**src/rtl/core/emlc_fifo.sv**
```systemverilog
`default_nettype none

module emlc_fifo #(
  parameter int unsigned W     = 8,
  parameter int unsigned DEPTH = 2
) (
  input  wire logic         clk_i,
  input  wire logic         rst_ni,
  input  wire logic         push_i,
  input  wire logic [W-1:0] data_i,
  output logic              full_o,
  input  wire logic         pop_i,
  output logic [W-1:0]      data_o,
  output logic              empty_o
);

  localparam int unsigned PW = (DEPTH > 1) ? $clog2(DEPTH) : 1;
  localparam int unsigned NW = $clog2(DEPTH + 1);

  logic [W-1:0]  mem_q [DEPTH];
  logic [PW-1:0] wr_q, rd_q;
  logic [NW-1:0] cnt_q;
  logic          do_push, do_pop;

  assign full_o  = (32'(cnt_q) == DEPTH);
  assign empty_o = (cnt_q == '0);
  assign do_push = push_i && !full_o;
  assign do_pop  = pop_i && !empty_o;
  assign data_o  = mem_q[rd_q];

  always_ff @(posedge clk_i) begin
    if (do_push) begin
      mem_q[wr_q] <= data_i;
    end
  end

  always_ff @(posedge clk_i or negedge rst_ni) begin
    if (!rst_ni) begin
      wr_q  <= '0;
      rd_q  <= '0;
      cnt_q <= '0;
    end else begin
      if (do_push) begin
        wr_q <= (32'(wr_q) == DEPTH - 1) ? '0 : wr_q + PW'(1);
      end
      if (do_pop) begin
        rd_q <= (32'(rd_q) == DEPTH - 1) ? '0 : rd_q + PW'(1);
      end
      if (do_push && !do_pop) begin
        cnt_q <= cnt_q + NW'(1);
      end else if (do_pop && !do_push) begin
        cnt_q <= cnt_q - NW'(1);
      end
    end
  end

endmodule

`default_nettype wire

```
**config.mk**
```make
export PLATFORM = sky130hd
export DESIGN_NAME = emlc_fifo
export DESIGN_NICKNAME = d
export VERILOG_FILES = /design/src/rtl/core/emlc_fifo.sv
export SDC_FILE = /design/constraint.sdc
export NUM_CORES = 1
export LEC_CHECK = 0
export BUFFER_PORTS_ARGS = -buffer_cell sky130_fd_sc_hd__buf_2
export CAP_MARGIN = 30
export CORE_MARGIN = 2
export CORE_UTILIZATION = 44
export DETAILED_ROUTE_END_ITERATION = 10
export PLACE_DENSITY = 0.79
export REMOVE_ABC_BUFFERS = 1
export SLEW_MARGIN = 10
export SYNTH_ARGS = -nofsm -noshare
export SYNTH_HDL_FRONTEND = slang
export SYNTH_SLANG_ARGS = --single-unit
```
**constraint.sdc**
```tcl
create_clock -name clk_i -period 1.34 [get_ports clk_i]
set_input_delay 0.268 -clock clk_i [delete_from_list [all_inputs] [get_ports clk_i]]
set_output_delay 0.268 -clock clk_i [all_outputs]
set_load 0.05 [all_outputs]
```
==> metrics.yaml, run 1 <==
timing.final.crit_period_ns: 1.59
finalCoreUtilization: 0.699
layout_commonest_cell: "sky130_fd_sc_hd__edfxtp_1"
cp_max_fo: 3
via_count: 462
yosys.area.top_type: "sky130_fd_sc_hd__edfxtp_1"
total_power_divided_by_cell_area_nw_per_um2: 2620
insertedDiodeCount: 0
port-buffer-count: 21
timing.final.ws_setup_ns: -0.247
detail_route.drc_violations: 0
worst_hold_path_type: "in -> reg"
status: "finished with violations"
die_width_um: 46.2
layout.filler_cells: 115
worstReg2RegStart: "cnt_q[0]"
drive_gt1_frac: 0.684
finalWeightedCongestion: 0.638
cts_buffer_depth: 2
synth.lib_cells_used.distinct: 15
final_max_slew_viol_count: 0
first_global_vias: 463
synthesis_stage_register_bit_count: 20
hold_path.startpoint: "data_i[2]"
switching_pwr_mw: 1.22
io-pin-count: 22
synth_top_area_share: 0.614
final_hold_viol_count: 0
worst_skew_pair.late_latency_ns: 0.28
violations: "setup timing"
max_slew.worst_pin.slew_ns: 0.215
syn_inst: 44
die-height_um: 46.2
htree_num_levels: 1
combPwrFrac: 0.585
drt_iter0_markers: 3
syn_area_per_cell_um2: 17.8
setup_viol_count_final: 10
ys_warn_count: 0
routed_via_density: 4.81
clock_sink_count: 20
grtUsageTotal: 0.145
cts_root_buf: "sky130_fd_sc_hd__clkbuf_4"
grt_start_max_net_pins: 12
fin_worst_skew_ns: 0.00291
grt_antenna_before_repair: 0
core_area_um2: 1690
path_class: "reg -> out"
hpwl_um: 859
cts_inserted_buffers: 3
netlist_area_um2: 782
post-place-cells: 86
reported_max_cap_violation_count: 0
worst-r2r-cell-count: 7
gr-total-overflow: 0
grt_pass1_wl_um: 2000
ir_drop_mv: 1.53
crit_required_ns: 1.07
layout.cells.most_common_list: "16 x sky130_fd_sc_hd__edfxtp_1, 11 x sky130_fd_sc_hd__buf_2, 10 x sky130_fd_sc_hd__buf_6"
synth_sequential_area_ratio: 0.742
sort_of_element_at_the_end_of_the_critical_path: "output port"
switching_share: 0.395
post-layout-total-power_mw: 3.10
cp-start-kind: "flop"
drt-wirelength-per-cell_um: 14.4
grt_setup_unrepaired: "true"
nNetsFinal: 93
layout_area_overhead_pct: 50.9
power.share.clock: 0.089
tightest_slew_margin_relative_to_the_limit: 0.857
drt_wl_total_um: 1380
pwr-share-seq: 0.326
yosys-top-cells-area: "sky130_fd_sc_hd__edfxtp_1 61%, sky130_fd_sc_hd__dfrtp_1 13%, sky130_fd_sc_hd__mux2_1 8.6%"
start_util: 0.463
ant_nets: 0
power_report.internal_total_mw: 1.87
maxClockFrequency_mhz: 630
final_cells: 96
final_min_period_over_clock_period: 1.18
clock_tree_from_tritoncts: "built"
std_cell_rows: 15
r2r_slack_ns: 0.01
power_leakage_nw: 0.501
clkSlewWorstSetupHoldPaths_ns: 0.10
critical_path.reg2reg.endpoint: "cnt_q[1]"
critical_path_arrival_ns: 1.32
floorplan.die_area_um2: 2130
hold_end: "mem_q[0][2]"
min_delay_path_depth: 1
drt_pass1_iterations: 3
what timing repair did:
item / 4_1_cts / 5_1_grt
pin swaps: 2 / 1
setup endpoints to repair: 19 / 19
hold buffers: 1 / 0
setup buffers: 4 / 1
endpoints found under the hold margin: 4 / 0
resized for setup: 44 / 6
cloned: 0 / 0
worst max-delay path: stages (launching register included):
cell and delay (ns):
sky130_fd_sc_hd__dfrtp_2 0.41, sky130_fd_sc_hd__buf_6 0.12, sky130_fd_sc_hd__mux2_2 0.35, sky130_fd_sc_hd__buf_6 0.16
cell type report:
type | instances | area [um2] | share of cell area
Clock buffer | 4 | 26.3 | 0.0223
Inverter | 2 | 7.51 | 0.00636
Multi-Input combinational cell | 21 | 251 | 0.213
Sequential cell | 20 | 583 | 0.494
Tap cell | 17 | 21.3 | 0.0180
Timing Repair Buffer | 32 | 290 | 0.246
registers in the layout, indices dropped and copies added (netlist names):
register,count
wr_q,1
mem_q,16
rd_q,1
cnt_q,2
Yosys cell counts:
| cell | n |
|---|---|
| sky130_fd_sc_hd__edfxtp_1 | 16 |
| sky130_fd_sc_hd__mux2_1 | 6 |
| sky130_fd_sc_hd__dfrtp_1 | 4 |
| sky130_fd_sc_hd__nor2_1 | 3 |
| sky130_fd_sc_hd__inv_1 | 2 |
| sky130_fd_sc_hd__mux2_2 | 2 |
| sky130_fd_sc_hd__xnor2_1 | 2 |
| sky130_fd_sc_hd__xor2_1 | 2 |
| sky130_fd_sc_hd__and3_1 | 1 |
| sky130_fd_sc_hd__buf_2 | 1 |
| sky130_fd_sc_hd__ha_1 | 1 |
| sky130_fd_sc_hd__nand2_2 | 1 |
| sky130_fd_sc_hd__nand2b_1 | 1 |
| sky130_fd_sc_hd__o21ai_1 | 1 |
| sky130_fd_sc_hd__xnor2_2 | 1 |
layer usage:
layer	GRT usage	wire length [um]
met3	0.0510	47
met2	0.233	777
met5	0	0
met4	0.0857	17
met1	0.165	538
per-stage QoR:
step                      hold WS (ns)  TNS (ns)  cell area, um2  setup slack [ns]
after floorplan                -0.0276    -0.442             777           -0.0522
final                            0.165     -1.95            1180            -0.247
after global placement          0.0780    -0.253             941           -0.0413
after global routing             0.140     -2.63            1180            -0.310
after detailed placement        0.0787    -0.476             941           -0.0826
after CTS                        0.154     -1.96            1140            -0.249
power groups by stage:
stage                     Combinational, mW  Clock [mW]  Sequential (mW)
final                                  1.81       0.274             1.01
after global placement                 1.14           0            0.994
after detailed placement               1.17           0             1.00
after floorplan                       0.869           0            0.984
after global routing                   1.91       0.318             1.03
after CTS                              1.72       0.289            0.994
logic make-up after synthesis:
group,Yosys count,share of synthesized area
and+or+nand+nor,6,0.0384
xor gates and xnor gates,5,0.0656
buffers and inverters,3,0.0160
AOI/OAI and AO/OA,1,0.00639
muxes,8,0.115
adders and majority gates,1,0.0160
DFF,20,0.742
worst max-delay path by stage:
stage,startpoint,end,cells after the start
2_1_floorplan,cnt_q[0],mem_q[0][0],3
3_5_place_dp,rd_q,data_o[2],2
3_3_place_gp,rd_q,data_o[7],2
6_report,rd_q,data_o[2],3
4_1_cts,rd_q,data_o[3],3
5_1_grt,rd_q,data_o[2],3
(Power assumes the default switching activity.)
==> inputs of run 2 (changes only) <==
==> config.mk (replaced) <==
export PLATFORM = sky130hd
export DESIGN_NAME = emlc_fifo
export DESIGN_NICKNAME = d
export VERILOG_FILES = /design/src/rtl/core/emlc_fifo.sv
export SDC_FILE = /design/constraint.sdc
export NUM_CORES = 1
export LEC_CHECK = 0
export CAP_MARGIN = 30
export CORE_MARGIN = 2
export CORE_UTILIZATION = 52
export DETAILED_ROUTE_END_ITERATION = 10
export DONT_BUFFER_PORTS = 1
export PLACE_DENSITY = 0.77
export REMOVE_ABC_BUFFERS = 1
export SLEW_MARGIN = 10
export SYNTH_ARGS = -nofsm -noshare
export SYNTH_HDL_FRONTEND = slang
export SYNTH_SLANG_ARGS = --single-unit
export TNS_END_PERCENT = 1
==> metrics.yaml, run 2 (synthesis gave the netlist of run 1 again) <==
detail_route.drc_violations: 0  # unchanged
drt_pass1_iterations: 4  # +1
finalWeightedCongestion: 0.803  # +26%
floorplan.die_area_um2: 1830  # -14%
maxClockFrequency_mhz: 617  # -2.0%
cts_buffer_depth: 2  # unchanged
final.hold.worst_slack_ns: 0.0607  # -0.104 ns
tightest_slew_margin_relative_to_the_limit: 0.817  # -0.0401
critical_path_arrival_ns: 1.35  # +0.03 ns
cts_inserted_buffers: 3  # unchanged
die_width_um: 42.8  # -7.3%
hpwl_um: 1050  # +23%
layout_commonest_cell: "sky130_fd_sc_hd__edfxtp_1"
start_util: 0.579  # +0.116
first_global_vias: 503  # +8.6%
setup_viol_count_final: 11  # +1
grt_pass1_wl_um: 2260  # +13%
core_area_um2: 1350  # -20%
drt_wl_total_um: 1470  # +6.5%
hold_end: "mem_q[0][3]"
path_class: "reg -> out"
htree_num_levels: 1  # unchanged
reported_max_cap_violation_count: 0  # unchanged
biggestRegsByFlops: "mem_q x16, cnt_q x2"
worst-r2r-cell-count: 5  # -2
final_max_slew_viol_count: 0  # unchanged
max_slew.worst_pin.slew_ns: 0.276  # +0.0614 ns
io-pin-count: 22  # unchanged
port-buffer-count: 0  # -100%
cts_root_buf: "sky130_fd_sc_hd__clkbuf_4"
die-height_um: 42.8  # -7.3%
clkSlewWorstSetupHoldPaths_ns: 0.11  # about the same
layout_area_overhead_pct: 36.0
min_delay_path_depth: 0  # -1
ir_drop_mv: 1.85  # +22%
drt_iter0_markers: 7  # +4
grtUsageTotal: 0.179  # +0.0334
drt-wirelength-per-cell_um: 18.1  # +26%
fin_worst_skew_ns: 0.00312  # +0.000213 ns
status: "finished with violations"
sort_of_element_at_the_end_of_the_critical_path: "output port"
insertedDiodeCount: 0  # unchanged
critical_path.reg2reg.endpoint: "cnt_q[1]"
std_cell_rows: 13  # -2
final_hold_viol_count: 0  # unchanged
finalCoreUtilization: 0.788  # +0.0892
grt_start_max_net_pins: 12  # unchanged
grt_antenna_before_repair: 0  # unchanged
power_leakage_nw: 0.441  # -12%
post-layout-total-power_mw: 2.99  # -3.5%
violations: "setup timing"
drive_gt1_frac: 0.561  # -0.123
crit_required_ns: 1.07  # about the same
cp-start-kind: "flop"
top_register_by_number_of_flip_flops: "mem_q"
r2r_slack_ns: -0.11  # -0.12 ns
total_power_divided_by_cell_area_nw_per_um2: 2810  # +7.1%
worst_hold_path_type: "in -> reg"
clock_tree_from_tritoncts: "built"
timing.final.crit_period_ns: 1.62  # +0.0331 ns
hold_path.startpoint: "data_i[3]"
gr-total-overflow: 0  # unchanged
layout.cells.most_common_list: "16 x sky130_fd_sc_hd__edfxtp_1, 8 x sky130_fd_sc_hd__buf_6, 7 x sky130_fd_sc_hd__buf_4"
clock_sink_count: 20  # unchanged
number_of_flip_flops_under_the_largest_register_name: 16  # unchanged
cp_max_fo: 4  # +1
worst_skew_pair.late_latency_ns: 0.29  # about the same
ant_nets: 0  # unchanged
worstReg2RegStart: "cnt_q[1]"
final_min_period_over_clock_period: 1.21  # +0.0247
timing.final.ws_setup_ns: -0.280  # -0.0331 ns
grt_setup_unrepaired: "true"
nNetsFinal: 80  # -14%
via_count: 445  # -3.7%
routed_via_density: 5.49  # +14%
==> run 2: per-layer routing <==
metal	wire length [um]	share of wire	vias to the layer above	global-route usage
met3	74	0.050	0	0.0426
met5	0	0	-	0
li1	-	-	201	-
met2	892	0.61	15	0.373
met1	504	0.34	229	0.158
met4	0	0	0	0.0563
==> run 2: metrics by stage <==
step	TNS, ns	setup WS, ns	area (um2)	instances
5_1_grt	-2.95	-0.315	1060	81
2_1_floorplan	-0.442	-0.0522	777	43
3_3_place_gp	0	0.00883	913	72
6_report	-2.33	-0.280	1060	81
3_5_place_dp	-0.368	-0.0938	913	72
4_1_cts	-2.07	-0.255	1040	81
==> run 2: worst max path at each step <==
stage               startpoint           to  slack, ns  depth (start not counted)
finish                    rd_q    data_o[3]      -0.28                          3
global route              rd_q    data_o[3]      -0.32                          3
CTS                       rd_q    data_o[1]      -0.25                          3
detailed placement    cnt_q[0]     cnt_q[1]      -0.09                          6
global placement      cnt_q[0]     cnt_q[1]      0.009                          6
floorplan             cnt_q[0]  mem_q[0][0]      -0.05                          3
==> run 2: power by group <==
| part | internal, mW | leakage, nW | total, mW | switching (mW) |
|---|---|---|---|---|
| sequential | 0.872 | 0.194 | 1.00 | 0.129 |
| clock | 0.165 | 0.0210 | 0.342 | 0.177 |
| combinational | 0.752 | 0.226 | 1.65 | 0.894 |
==> run 2: area by class of cell <==
type	instances	area, um2
tap	15	18.8
multi-input combinational	21	216
clock buffer	4	36.3
sequential	20	582
inverter	2	7.51
fill	88	287
timing repair buffer	19	203
==> run 2: worst max-delay path: stages, from the launching register on <==
cell                      delay, ns
sky130_fd_sc_hd__dfrtp_2       0.43
sky130_fd_sc_hd__buf_4         0.13
sky130_fd_sc_hd__mux2_2        0.34
sky130_fd_sc_hd__buf_6         0.16
==> run 2: timing repair <==
action                                 in CTS  in global routing
setup buffers                               4                  0
setup endpoints to repair                  19                 16
resized for setup                          20                  5
endpoints found under the hold margin       4                  0
pin swaps                                   0                  0
hold buffers                                1                  0
