<file path="src/rtl/core/emlc_pkg.sv">
`default_nettype none

package emlc_pkg;

  localparam int unsigned CDF_W   = 17;
  localparam int unsigned TOTAL_W = 47;
  localparam int unsigned CHAN_W  = 16;
  localparam int unsigned COL_W   = 8;
  localparam int unsigned ROW_W   = 7;
  localparam int unsigned CMD_W   = 2;
  localparam int unsigned CFG_IDX_W  = 2;
  localparam int unsigned CFG_DATA_W = 9;
  localparam int unsigned WEIGHT_W   = 16;

  localparam logic [WEIGHT_W-1:0] WEIGHT_R = 16'd13933;
  localparam logic [WEIGHT_W-1:0] WEIGHT_G = 16'd46872;
  localparam logic [WEIGHT_W-1:0] WEIGHT_B = 16'd4732;

  localparam int unsigned WIDTH_RST  = 256;
  localparam int unsigned HEIGHT_RST = 128;

  typedef enum logic [CMD_W-1:0] {
    CMD_LOAD       = 2'd0,
    CMD_READ_MARG  = 2'd1,
    CMD_READ_COND  = 2'd2,
    CMD_READ_TOTAL = 2'd3
  } cmd_e;

  typedef enum logic [1:0] {
    ST_OK        = 2'd0,
    ST_NOT_READY = 2'd1,
    ST_RANGE     = 2'd2,
    ST_ZERO_SUM  = 2'd3
  } status_e;

  typedef enum logic [CFG_IDX_W-1:0] {
    CFG_IMAGE_WIDTH  = 2'd0,
    CFG_IMAGE_HEIGHT = 2'd1
  } cfg_reg_e;

  typedef struct packed {
    logic [CDF_W-1:0]   cdf_value;
    logic [TOTAL_W-1:0] total_luminance;
    status_e            status;
  } res_t;

endpackage

`default_nettype wire

</file>
<file path="src/rtl/core/emlc_front.sv">
`default_nettype none

module emlc_front #(
  parameter int unsigned CHANNEL_BITS = 16,
  parameter int unsigned YW           = 32,
  parameter int unsigned IW           = 49
) (
  input  wire logic                       clk_i,
  input  wire logic                       rst_ni,
  input  wire logic                       push,
  output logic                            full,
  input  wire logic [emlc_pkg::CMD_W-1:0]  command_i,
  input  wire logic [emlc_pkg::CHAN_W-1:0] red_i,
  input  wire logic [emlc_pkg::CHAN_W-1:0] green_i,
  input  wire logic [emlc_pkg::CHAN_W-1:0] blue_i,
  input  wire logic [emlc_pkg::COL_W-1:0]  col_index_i,
  input  wire logic [emlc_pkg::ROW_W-1:0]  row_index_i,
  output logic                            mid_push_o,
  output logic [IW-1:0]                   mid_item_o,
  input  wire logic                       mid_full_i,
  output logic                            idle_o
);
  import emlc_pkg::*;

  logic [CHANNEL_BITS+CHAN_W-1:0] r_ext, g_ext, b_ext;
  logic [YW-1:0]                  luma;
  logic                           s_valid_q;
  logic [IW-1:0]                  s_item_q;
  logic                           accept;

  assign r_ext = {{CHANNEL_BITS{1'b0}}, red_i};
  assign g_ext = {{CHANNEL_BITS{1'b0}}, green_i};
  assign b_ext = {{CHANNEL_BITS{1'b0}}, blue_i};

  assign luma = YW'(r_ext[CHANNEL_BITS-1:0]) * YW'(WEIGHT_R)
              + YW'(g_ext[CHANNEL_BITS-1:0]) * YW'(WEIGHT_G)
              + YW'(b_ext[CHANNEL_BITS-1:0]) * YW'(WEIGHT_B);

  assign full       = s_valid_q && mid_full_i;
  assign accept     = push && !full;
  assign mid_push_o = s_valid_q && !mid_full_i;
  assign mid_item_o = s_item_q;
  assign idle_o     = !s_valid_q;

  always_ff @(posedge clk_i) begin
    if (accept) begin
      s_item_q <= {command_i, luma, col_index_i, row_index_i};
    end
  end

  always_ff @(posedge clk_i or negedge rst_ni) begin
    if (!rst_ni) begin
      s_valid_q <= 1'b0;
    end else if (accept) begin
      s_valid_q <= 1'b1;
    end else if (mid_push_o) begin
      s_valid_q <= 1'b0;
    end
  end

endmodule

`default_nettype wire

</file>
<file path="config.mk">
export PLATFORM = sky130hd
export DESIGN_NAME = emlc_front
export DESIGN_NICKNAME = d
export VERILOG_FILES = /design/src/rtl/core/emlc_pkg.sv /design/src/rtl/core/emlc_front.sv
export SDC_FILE = /design/constraint.sdc
export NUM_CORES = 1
export LEC_CHECK = 0
export ABC_AREA = 1
export BUFFER_PORTS_ARGS = -buffer_cell sky130_fd_sc_hd__buf_2
export CAP_MARGIN = 20
export CORE_MARGIN = 2
export CORE_UTILIZATION = 30
export DETAILED_ROUTE_END_ITERATION = 6
export HOLD_SLACK_MARGIN = 0.15
export RECOVER_POWER = 100
export SYNTH_ARGS = -nofsm -noshare
export SYNTH_HDL_FRONTEND = slang
export SYNTH_SLANG_ARGS = --single-unit
</file>
<file path="constraint.sdc">
create_clock -name clk_i -period 4.3 [get_ports clk_i]
set_input_delay 0.43 -clock clk_i [delete_from_list [all_inputs] [get_ports clk_i]]
set_output_delay 0.43 -clock clk_i [all_outputs]
set_load 0.01 [all_outputs]
</file>
==> flow_summary.html <==
<table>
<tr><th>Metric</th><th>Value</th></tr>
<tr><th colspan="2">STA</th></tr>
<tr><td>Final setup fails</td><td>26</td></tr>
<tr><td>Final clock skew</td><td>around 12 ps</td></tr>
<tr><td>Endpoints failing hold</td><td>0</td></tr>
<tr><td>Final critical-path required period</td><td>between 7000 and 8000 ps</td></tr>
<tr><td>Highest achievable clock rate</td><td>132 MHz</td></tr>
<tr><td>Relative slew slack</td><td>-0.253</td></tr>
<tr><td>Max Transition Viols Final</td><td>25</td></tr>
<tr><td>RSZ-0062 raised after global routing</td><td>true</td></tr>
<tr><td>Post-layout worst setup margin</td><td>-3250 ps</td></tr>
<tr><td>Transition time at the pin with the least slew margin</td><td>between 1500 and 2000 ps</td></tr>
<tr><td>Final clock period utilization by the worst path</td><td>1.76</td></tr>
<tr><th colspan="2">Floorplan</th></tr>
<tr><td>Die extent in x</td><td>235 microns</td></tr>
<tr><td>DIE AREA</td><td>roughly 55000 sq um</td></tr>
<tr><td>Row Count</td><td>84</td></tr>
<tr><td>Core area</td><td>around 53000 sq um</td></tr>
<tr><td>DIE HEIGHT</td><td>between 200 and 250 microns</td></tr>
<tr><td>Io pins</td><td>between 100 and 150</td></tr>
<tr><td>Initial cell density of the core</td><td>0.304</td></tr>
<tr><th colspan="2">Synth</th></tr>
<tr><td>Part of the Yosys area used for sequential elements</td><td>0.0933</td></tr>
<tr><td>Synth top area share</td><td>0.346</td></tr>
<tr><td>Leading cell types by count after synthesis</td><td>sky130_fd_sc_hd__inv_1 (554), sky130_fd_sc_hd__ha_1 (282), sky130_fd_sc_hd__nand2_1 (282)</td></tr>
<tr><td>Mapped Nets</td><td>between 2000 and 2500</td></tr>
<tr><td>Area leader, netlist</td><td>sky130_fd_sc_hd__fa_1</td></tr>
<tr><td>Number of enable flip-flop cells after synthesis</td><td>49</td></tr>
<tr><td>Flip-flop cell with the highest count after synthesis</td><td>sky130_fd_sc_hd__edfxtp_1</td></tr>
<tr><td>Proportion of synthesized flip-flops having asynchronous set or reset</td><td>0.0200</td></tr>
<tr><td>Complex-gate fraction of the synthesized area</td><td>0.0498</td></tr>
<tr><td>Dominant combinational cell family by area after synthesis</td><td>adder cells</td></tr>
<tr><td>Basic-gate share of the synthesized area counting and, or, nand and nor cells</td><td>0.133</td></tr>
<tr><td>Number of distinct library cells after synthesis</td><td>34</td></tr>
<tr><td>Mean area per synthesized cell</td><td>8.63 sq um</td></tr>
<tr><td>Post-Synth XOR/XNOR Area</td><td>0.0278</td></tr>
<tr><td>Mux contribution to synthesized area</td><td>0</td></tr>
<tr><td>Area of the mapped netlist</td><td>about 16000 sq um</td></tr>
<tr><td>Number of register bits inferred by synthesis</td><td>50</td></tr>
<tr><td>Ranking of synthesized cells by area</td><td>sky130_fd_sc_hd__fa_1 (35%), sky130_fd_sc_hd__ha_1 (22%), sky130_fd_sc_hd__inv_1 (13%)</td></tr>
<tr><td>Cell count after synthesis</td><td>1858</td></tr>
<tr><td>Most numerous cell in the Yosys netlist</td><td>sky130_fd_sc_hd__inv_1</td></tr>
<tr><td>Adder-cell share of the synthesized area</td><td>0.566</td></tr>
<tr><td>Number of warning messages in the yosys log</td><td>0</td></tr>
<tr><th colspan="2">Worst setup path</th></tr>
<tr><td>Crit path max fanout</td><td>4</td></tr>
<tr><td>Critical Path Source</td><td>green_i[3]</td></tr>
<tr><td>Critical Path AT</td><td>between 7000 and 8000 ps</td></tr>
<tr><td>Depth of the most critical reg-to-reg path</td><td>4</td></tr>
<tr><td>Top cell by count, worst path</td><td>sky130_fd_sc_hd__fa_1</td></tr>
<tr><td>Endpoint type of the worst setup path</td><td>flip-flop</td></tr>
<tr><td>Worst setup path endpoint</td><td>mid_item_o[42]</td></tr>
<tr><td>CP Launch Type</td><td>primary input</td></tr>
<tr><td>Cell at the slowest stage of the critical path</td><td>sky130_fd_sc_hd__fa_2</td></tr>
<tr><td>Reg-to-reg slack, setup</td><td>840 ps</td></tr>
<tr><td>Worst flop-to-flop path startpoint</td><td>s_valid_q</td></tr>
<tr><td>Crit Path Class</td><td>primary input to flip-flop</td></tr>
<tr><td>CP required</td><td>roughly 4400 ps</td></tr>
<tr><td>Biggest cell delay along the critical path</td><td>about 540 ps</td></tr>
<tr><td>Endpoint of the most critical register-to-register path</td><td>mid_item_o[8]</td></tr>
<tr><th colspan="2">Cells and area</th></tr>
<tr><td>Number of cells in the finished layout apart from fillers</td><td>between 3000 and 4000</td></tr>
<tr><td>Number of filler instances in the final layout</td><td>5077</td></tr>
<tr><td>Post-route standard cell area excluding fillers</td><td>~23000 sq um</td></tr>
<tr><td>Total number of nets in the final design</td><td>between 3000 and 4000</td></tr>
<tr><td>Share of cells above drive strength 1</td><td>0.346</td></tr>
<tr><td>Ant. Diodes</td><td>0</td></tr>
<tr><td>Growth of design area from synthesis to finish</td><td>44.3%</td></tr>
<tr><th colspan="2">Clocking</th></tr>
<tr><td>Clock tree buffer depth</td><td>2</td></tr>
<tr><td>Root buf cell</td><td>sky130_fd_sc_hd__clkbuf_16</td></tr>
<tr><td>CTS Buf Count</td><td>5</td></tr>
<tr><td>Clock Pin Slew Worst Setup and Hold Paths</td><td>80 ps</td></tr>
<tr><td>Clock network latency to the later pin of the worst-skew pair</td><td>around 300 ps</td></tr>
<tr><td>Clock tree from TritonCTS</td><td>yes</td></tr>
<tr><td>Maximum level of the CTS H-tree</td><td>2</td></tr>
<tr><td>Clock net sink count</td><td>50</td></tr>
<tr><th colspan="2">Status</th></tr>
<tr><td>Status</td><td>finished, violations left</td></tr>
<tr><td>Failing checks</td><td>DRC, capacitance limit, slew limit, setup timing</td></tr>
<tr><th colspan="2">Drt</th></tr>
<tr><td>Number of DRC markers in iteration 0</td><td>roughly 660</td></tr>
<tr><td>DRC viols</td><td>1</td></tr>
<tr><td>Wire length reported by the detailed router</td><td>between 40 and 50 mm</td></tr>
<tr><td>Wire length per cell</td><td>14.9 microns</td></tr>
<tr><td>Total via count in the routed design</td><td>between 10000 and 15000</td></tr>
<tr><td>Routed vias/inst</td><td>4.42</td></tr>
<tr><td>First drt pass iteration count</td><td>7</td></tr>
<tr><td>Post-route antenna net violation count</td><td>0</td></tr>
<tr><th colspan="2">Global routing</th></tr>
<tr><td>Total track usage</td><td>0.173</td></tr>
<tr><td>Initial antenna violation count</td><td>4</td></tr>
<tr><td>Pin count of the biggest net entering global routing</td><td>27</td></tr>
<tr><td>First-pass GRT wire length</td><td>roughly 78 mm</td></tr>
<tr><td>Remaining Overflow, GRT</td><td>0</td></tr>
<tr><td>Number of global-route vias before repair</td><td>15200</td></tr>
<tr><th colspan="2">Place</th></tr>
<tr><td>Sum of net half-perimeters after detailed placement</td><td>just over 40 mm</td></tr>
<tr><td>Number of cells in the design after placement</td><td>between 3000 and 4000</td></tr>
<tr><td>Quantity of I/O buffers inserted on ports</td><td>120</td></tr>
<tr><td>Total placed instance area</td><td>roughly 21000 sq um</td></tr>
<tr><td>RePlAce Congestion</td><td>approximately 0.94</td></tr>
<tr><th colspan="2">Flow run</th></tr>
<tr><td>Number of maximum-capacitance violations</td><td>2</td></tr>
<tr><th colspan="2">Hold path</th></tr>
<tr><td>Classification of the worst-slack hold path</td><td>primary input to flip-flop</td></tr>
</table>
==> kinds of logic after synthesis <==
kind of cell / Yosys count
adders and majority gates: 559
buffers and inverters: 555
AOI/OAI and AO/OA: 140
xor gates and xnor gates: 51
and+or+nand+nor: 503
DFF: 50
==> registers in the layout (all words and copies together), names as in the netlist <==
signal and flops:
s_valid_q 1, mid_item_o 49
==> routing by layer <==
metal | global-route usage | share of wire | up-vias
li1 | - | - | 6837
met1 | 0.229 | 0.45 | 6701
met2 | 0.310 | 0.49 | 251
met3 | 0.0149 | 0.036 | 42
met4 | 0.0349 | 0.020 | 8
met5 | 0 | 0.00094 | -
==> worst max-delay path: cells and delay by family <==
family,cells,cell delay [ps]
AOI/OAI and AO/OA,2,210
xor gates and xnor gates,1,190
adders and majority gates,13,5170
buffers and inverters,13,950
and+or+nand+nor,8,690
==> per-stage QoR <==
| step | hold slack, ps | util | TNS (ps) | setup WS [ps] |
|---|---|---|---|---|
| after floorplan | 134 | - | -67480 | -3160 |
| after global placement | 207 | 0.403 | -84790 | -3830 |
| after detailed placement | 206 | 0.403 | -86080 | -3840 |
| after CTS | 285 | 0.429 | -72010 | -3290 |
| after global routing | 285 | 0.439 | -77280 | -3510 |
| final | 294 | 0.439 | -71880 | -3250 |
==> what timing repair did <==
action | 4_1_cts | 5_1_grt
buffers inserted | 31 | 18
hold buffers | 1 | 0
gates resized for setup | 215 | 123
pin swaps | 129 | 99
setup endpoints to repair | 26 | 26
endpoints found under the hold margin | 1 | 0
==> final cells by class <==
class,count,area (sq um),area share
well taps,688,861,0.0372
inverters,554,2100,0.0907
clock buffers,5,125,0.00541
flip-flops and latches,50,1500,0.0647
repair buffers,576,4190,0.181
clock inverters,3,28.8,0.00124
multi-input cells,1253,14300,0.620
==> how the worst min path moves through the flow <==
stage	start	end	slack [ps]	depth (start not counted)
after floorplan	rst_ni	s_valid_q	130	0
after global placement	rst_ni	s_valid_q	210	1
after detailed placement	rst_ni	s_valid_q	210	1
after CTS	row_index_i[6]	mid_item_o[6]	290	1
after global routing	row_index_i[6]	mid_item_o[6]	290	1
final	row_index_i[6]	mid_item_o[6]	290	1
==> placed cells by master (no fill, tap or decap), types with 9 or more instances in the layout <==
master                     Yosys  layout
sky130_fd_sc_hd__inv_2         0      52
sky130_fd_sc_hd__fa_1        277     266
sky130_fd_sc_hd__buf_6         0      29
sky130_fd_sc_hd__a21oi_1      77      55
sky130_fd_sc_hd__buf_2         0      55
sky130_fd_sc_hd__ha_4          0      61
sky130_fd_sc_hd__o21ai_2       3       9
sky130_fd_sc_hd__fa_2          0      11
sky130_fd_sc_hd__nor2_1       98      68
sky130_fd_sc_hd__inv_1       554     496
sky130_fd_sc_hd__o21ai_0      25      20
sky130_fd_sc_hd__xnor2_1      25      18
sky130_fd_sc_hd__nor2_4        0      17
sky130_fd_sc_hd__edfxtp_1     49      49
sky130_fd_sc_hd__nand2_4       0      18
sky130_fd_sc_hd__nand4_1      34      34
sky130_fd_sc_hd__a21oi_4       0      19
sky130_fd_sc_hd__nor2_2        2      15
sky130_fd_sc_hd__xor2_1       26      15
sky130_fd_sc_hd__buf_4         0     423
sky130_fd_sc_hd__nand2_2       5      49
sky130_fd_sc_hd__nand3_2       2       9
sky130_fd_sc_hd__ha_1        282     218
sky130_fd_sc_hd__nand2_1     282     218
sky130_fd_sc_hd__clkbuf_1      0      57
sky130_fd_sc_hd__nand3_1      58      47
Power is left out: the tool's default activity adds up to more than one toggle a clock period on the data nets, which glitch-free logic cannot reach.
